--- config.mk ---
export PLATFORM = sky130hd
export DESIGN_NAME = brir_divider
export DESIGN_NICKNAME = d
export VERILOG_FILES = /design/src/rtl/brir_pkg.sv /design/src/rtl/brir_divider.sv
export SDC_FILE = /design/constraint.sdc
export NUM_CORES = 1
export LEC_CHECK = 0
export BUFFER_PORTS_ARGS = -buffer_cell sky130_fd_sc_hd__buf_2
export CORE_ASPECT_RATIO = 1.4
export CORE_MARGIN = 5
export CORE_UTILIZATION = 44
export DETAILED_ROUTE_END_ITERATION = 16
export PLACE_DENSITY = 0.69
export RECOVER_POWER = 100
export SKIP_CTS_REPAIR_TIMING = 1
export SYNTH_ARGS = -nofsm -noshare
export SYNTH_HDL_FRONTEND = slang
export SYNTH_SLANG_ARGS = --single-unit
--- constraint.sdc ---
create_clock -name clock -period 3.7 [get_ports clock]
set_input_delay 0.555 -clock clock [delete_from_list [all_inputs] [get_ports clock]]
set_output_delay 0.555 -clock clock [all_outputs]
set_load 0.01 [all_outputs]
--- src/rtl/brir_pkg.sv ---
// Package for the bilinear image resampler: field widths, register codes,
// fixed-point widths and the multiply-accumulate control word.
// Depends on nothing; every other file imports it.
`default_nettype none

package brir_pkg;

   localparam int SRC_W  = 7;   // src_width / src_height register width
   localparam int DST_W  = 9;   // dst_width / dst_height register width
   localparam int COORD_W = 8;  // col / row field width
   localparam int CHAN_W = 2;
   localparam int SMP_W  = 16;
   localparam int FRAC_W = 16;
   localparam int PROD_W = COORD_W + SRC_W;        // d * (s - 1)
   localparam int QUOT_W = PROD_W + FRAC_W;        // source position
   localparam int FWT_W  = FRAC_W + 1;             // 65536 - f
   localparam int WGT_W  = 2 * FWT_W - 1;          // product of two weights
   localparam int ACC_W  = WGT_W + SMP_W;          // blended sum
   localparam int CSR_AW = 4;
   localparam int CSR_DW = 32;

   typedef enum logic [1:0] {
      REG_SRC_WIDTH  = 2'd0,
      REG_SRC_HEIGHT = 2'd1,
      REG_DST_WIDTH  = 2'd2,
      REG_DST_HEIGHT = 2'd3
   } reg_index_type;

   typedef enum logic {
      MODE_STORE   = 1'b0,
      MODE_REQUEST = 1'b1
   } mode_type;

   typedef struct packed {
      logic       load;       // take new weights, clear the sum
      logic       smp_valid;  // a neighbour word is on the read data
      logic [1:0] idx;        // which neighbour
   } mac_ctl_type;

endpackage

`default_nettype wire

--- src/rtl/brir_divider.sv ---
// Restoring divider, one quotient bit a cycle, for the coordinate mapping.
// Depends on brir_pkg for the quotient and divisor widths.
`default_nettype none

module brir_divider
   import brir_pkg::*;
(
   input  wire logic              clock,
   input  wire logic              reset,
   input  wire logic              start,
   input  wire logic [QUOT_W-1:0] numer,
   input  wire logic [DST_W-1:0]  denom,
   output logic                   busy,
   output logic [QUOT_W-1:0]      quot
);

   localparam int CNT_W = $clog2(QUOT_W);

   logic              busy_ff, busy_in;
   logic [CNT_W-1:0]  cnt_ff, cnt_in;
   logic [QUOT_W-1:0] num_ff, num_in;
   logic [DST_W-1:0]  rem_ff, rem_in;
   logic [DST_W-1:0]  den_ff, den_in;
   logic [DST_W:0]    trial;
   logic [DST_W:0]    diff;
   logic              ge;

   always_comb begin
      trial   = {rem_ff, num_ff[QUOT_W-1]};
      ge      = trial >= {1'b0, den_ff};
      diff    = trial - {1'b0, den_ff};
      busy_in = busy_ff;
      cnt_in  = cnt_ff;
      num_in  = num_ff;
      rem_in  = rem_ff;
      den_in  = den_ff;
      if (start) begin
         busy_in = 1'b1;
         cnt_in  = '0;
         num_in  = numer;
         rem_in  = '0;
         den_in  = denom;
      end else if (busy_ff) begin
         num_in = {num_ff[QUOT_W-2:0], ge};
         rem_in = ge ? diff[DST_W-1:0] : trial[DST_W-1:0];
         cnt_in = cnt_ff + 1'b1;
         if (cnt_ff == CNT_W'(QUOT_W - 1)) begin
            busy_in = 1'b0;
         end
      end
   end

   always_ff @(posedge clock) begin
      if (reset) begin
         busy_ff <= 1'b0;
         cnt_ff  <= '0;
      end else begin
         busy_ff <= busy_in;
         cnt_ff  <= cnt_in;
      end
      num_ff <= num_in;
      rem_ff <= rem_in;
      den_ff <= den_in;
   end

   assign busy = busy_ff;
   assign quot = num_ff;

endmodule

`default_nettype wire

# After elaboration in Yosys (flattened, before gate mapping)
# Cells that the tools add are included.
# W data, S select, Z words.
totals:
  reg_bits: 55
  latch_bits: 0
  ramBits: 0
  mem_bits_ro: 0
  output_inout_bits: 32
  wordCells: 17
  mem_count: 0
classes:
  n_addsub: 2
  n_mul: 0
  div: 0
  order_cmp: 1
  n_eq_ne: 1
  shifts: 0
  mux: 6
  n_bitwise: 0
  n_reduce_logical: 2
ops:
  columns: ["operator", "n"]
  rows:
  - ["$mux W31", 2]
  - ["$ge A10 B9 Y1", 1]
  - ["$mux W9", 1]
  - ["$sub A9 B9 Y9", 1]
  - ["$add A5 B1 Y5 const B", 1]
  - ["$eq A5 B5 Y1 const B", 1]
  - ["$mux W1", 3]
  - ["$reduce_bool A2 Y1", 1]
  - ["$reduce_or A2 Y1", 1]

# Logic depth before layout (Yosys ltp)
logic_depth:
  depth_word: 4
  mapped_depth: 10

# Least setup slack after synthesis
# Ideal clock, no wire load.
synth_path:
  path_type: "register -> register"
  start: "register num_ff[30], in the netlist quot[30]"
  end: "register num_ff[0], in the netlist quot[0], data pin"
  setup_time_ps: 260
  arrival_ps: 2301
  required_time_ps: 3440
  path_slack_ps: 1139
  path_stages_with_launch: 11
  n_path_buf: 1
  synth_period_minus_slack_ps: 2561
  path_cell_list: "edfxtp_1 -> inv_1 -> ha_1 -> inv_1 -> fa_1 -> a21o_1 -> a221oi_2 -> o22ai_2 -> or2_0 -> buf_2 -> mux2_2"
synth_via:
  elab_chain_len: 3
synth_rtl:
  columns: ["element", "line_no", "rtl"]
  rows:
  - ["start: declaration", "brir_divider.sv:21", "logic [QUOT_W-1:0] num_ff, num_in;"]
  - ["start signal: assignment", "brir_divider.sv:61", "num_ff <= num_in;"]
  - ["$ge A10 B9 Y1", "brir_divider.sv:30", "ge = trial >= {1'b0, den_ff};"]
  - ["$mux W31", "brir_divider.sv:43", "end else if (busy_ff) begin"]
  - ["$mux W31", "brir_divider.sv:37", "if (start) begin"]
  - ["via num_in[0]", "brir_divider.sv:21", null]
# The timed path passes the listed nets, and every way through them passes these cells. The select of a mux whose other input is x is not followed.
# A chain may end at the register's enable or synchronous reset.

# Final worst setup path
# Same ends and word-level chain as after synthesis.

==> summary.md <==
| Metric | Value |
|---|---|
| Status | `completed` |
| Port Buffers | `74` |
| Num CTS Buffers | `5` |
| Synth Cell Area | `2700 um^2` |
| CP Capture Type | `register` |
| Ports | `75` |
| Initial antenna violation count | `0` |
| Simple-gate share of the synthesized area | `0.0789` |
| DIE AREA | `just under 8000 um^2` |
| GRT overflow | `0` |
| H-tree depth | `2` |
| Max Cap Viol | `0` |
| Cell Rows | `33` |
| Yosys warnings | `0` |
| Post-synth top area cell | `edfxtp_1` |
| Period minus WS final | `~3 ns` |
| Crit path required time | `approximately 3.8 ns` |
| Post-synthesis compound-gate area fraction | `0.100` |
| CTS tree | `done` |
| Critical setup path kind | `register to register` |
| Synth Area in Adders | `0.0585` |
| Core Box Area | `just under 6000 um^2` |
| Largest net degree at the start of global routing | `53` |
| Worst skew pair latency | `0.30 ns` |
| Share of synthesized registers carrying an async set or reset | `0` |
| HPWL after detailed placement | `about 4200 um` |
| Vias per cell | `roughly 5.2` |
| GP Congestion | `around 0.81` |
| Synth Register Bits | `55` |
| Most frequent cell after synthesis | `edfxtp_1` |
| Syn Inst Count | `roughly 210` |
| Worst Hold Class | `input port to register` |
| Multiplexer share of the synthesized area | `0.137` |
| Util after Layout | `0.540` |
| Drt total wl | `5500 um` |
| Area of the multi-input gates | `1070 um^2` |
| Gr usage total | `0.139` |
| Drt initial violations | `between 100 and 150` |
| Largest family of logic cells by synthesized area | `multiplexers` |
| Slew Limit Fails | `0` |
| Nets | `342` |
| Max Freq | `333 MHz` |
| Peak supply drop | `268 uV` |
| Crit-path max FO | `11` |
| Antenna diode count | `0` |
| Synthesis-to-layout area growth | `18.3%` |
| DRC viols | `0` |
| Main synth FF type | `edfxtp_1` |
| Most common cell on crit path | `inv_1` |
| ANT nets after route | `0` |
| Max stage delay cell, worst path | `edfxtp_1` |
| Avg Inst Size Synth | `roughly 13 um^2` |
| Leakage power | `between 1 and 1.5 nW` |
| Initial core utilization | `0.456` |
| CP max stage delay | `0.44 ns` |
| Final critical-path share of the clock period | `0.811` |
| Root Driver | `clkbuf_8` |
| DR WL/cell | `~15 um` |
| Unrepaired setup endpoints after global routing | `no` |
| Clock Tree Buf Depth | `2` |
| P per Cell Area | `429 nW/um^2` |
| Vias in the first global route | `approximately 1900` |
| Die Wd | `around 76 um` |
| Hold Vio Cnt, Final | `0` |
| CTS clock-pin slew for the worst setup and hold paths | `about 0.10 ns` |
| CP Cell Sequence | `inv_1 -> ha_1 -> inv_1 -> fa_1 -> a21o_1 -> a221oi_2 -> o22ai_1 -> or2_0 -> mux2_2` |
| Setup TNS | `0 ns` |
| Clock net sink count | `55` |
| XOR/XNOR Fraction of Synth Area | `0.0260` |
| Final Skew | `slightly below 0.009 ns` |
| Seq. cell area | `1500 um^2` |
| First-pass GRT wire length | `between 8000 and 9000 um` |
| Setup Viol. Count Final | `0` |
| Die H | `slightly above 100 um` |
| Seq/Total Area, Yosys | `0.557` |
| Post-synth net total | `roughly 270` |
| Synth cell types | `39` |
| Worst Tran Pin Value | `slightly above 0.9 ns` |
| Synth top area share | `0.446` |
| Post-synth top cells | `40 x edfxtp_1, 31 x mux2_2, 18 x inv_1` |
| DRT Pass-1 Iters | `4` |
| # fillers | `531` |
| Startpoint Class | `register` |
| Slew margin rel. | `0.389` |
| Count of flip-flops with a built-in enable after synthesis | `40` |
| CP arrival | `a little over 3 ns` |
| Synth area leaders | `edfxtp_1 45%, mux2_2 13%, dfxtp_1 11%, ha_1 5.1%, inv_1 2.5%` |
| Vias | `roughly 1900` |
| Fraction of layout cells with a size suffix above 1 | `0.299` |
## report_power, final
group          total [mW]  internal (mW)  switching (mW)
clock               0.372          0.178           0.194
combinational       0.246          0.110           0.135
sequential          0.752          0.724          0.0279
total                1.37           1.01           0.357
## registers in the layout, summed over array words and instances (netlist names)
signal / cells
den_ff: 9
cnt_ff: 5
rem_ff: 9
busy: 1
quot: 31
## stage by stage
step,power [mW],hold slack (ns),setup WS [ns],area (um^2),cells
2_1_floorplan,0.928,0.426,1.14,2700,212
3_3_place_gp,1.02,0.449,0.898,3140,350
3_5_place_dp,1.02,0.457,0.806,3140,350
4_1_cts,1.40,0.408,0.779,3240,358
5_1_grt,1.45,0.403,0.489,3190,358
6_report,1.37,0.423,0.698,3190,358
## final cells by class
cell class	count	share of cell area
flip-flops and latches	55	0.471
multi-input cells	129	0.337
repair buffers	78	0.111
clock buffers	7	0.0306
well taps	70	0.0275
inverters	18	0.0212
clock inverters	1	0.00275
## routing by layer
metal | track usage | wire length, um | part of all wire
met1 | 0.154 | 2210 | 0.40
met2 | 0.261 | 3000 | 0.54
met3 | 0.0245 | 232 | 0.042
met4 | 0.0565 | 65 | 0.012
met5 | 0 | 0 | 0
## cells by family (layout without fill, tap and decap cells)
| logic type | Yosys count | count (layout) |
|---|---|---|
| compound gates | 36 | 36 |
| xor+xnor | 8 | 8 |
| fa+ha+maj | 12 | 12 |
| buf+inv | 28 | 104 |
| flops | 55 | 55 |
| mux | 33 | 33 |
| simple gates | 40 | 40 |
## worst max-delay path: cells and delay by family (launching register included)
kind / cells / cell delay (ns)
AOI/OAI and AO/OA: 3 / 0.87
adders and majority gates: 2 / 0.55
DFF: 1 / 0.44
and+or+nand+nor: 1 / 0.44
muxes: 1 / 0.33
buffers and inverters: 2 / 0.13
## cells in the final DEF (no fill, tap or decap), drive strengths merged, types with 2 or more instances in the layout
cell type and count:
clkbuf 41, mux2i 2, mux2 31, a21o 2, a21oi 8, edfxtp 40, nor2 6, nand2 9
nand3 2, o21bai 4, nand4 4, xnor2 4, and3 2, o31ai 3, ha 11, buf 44
inv 19, o211ai 2, a2111oi 2, xor2 4, nor3 9, a311oi 5, nor4b 4, o21ai 3
dfxtp 15
## worst paths after layout
check	from	to	slack, ns	cells past startpoint
worst max-delay path	quot[30]$_DFFE_PP_	quot[0]$_DFFE_PP_	0.70	9
worst max register to register	quot[30]$_DFFE_PP_	quot[0]$_DFFE_PP_	0.70	9
worst min register to register	rem_ff[8]$_SDFFE_PP0P_	rem_ff[8]$_SDFFE_PP0P_	0.46	2
worst min-delay path	denom[3]	den_ff[3]$_DFFE_PP_	0.42	1
Power figures use the tool's default switching activity.
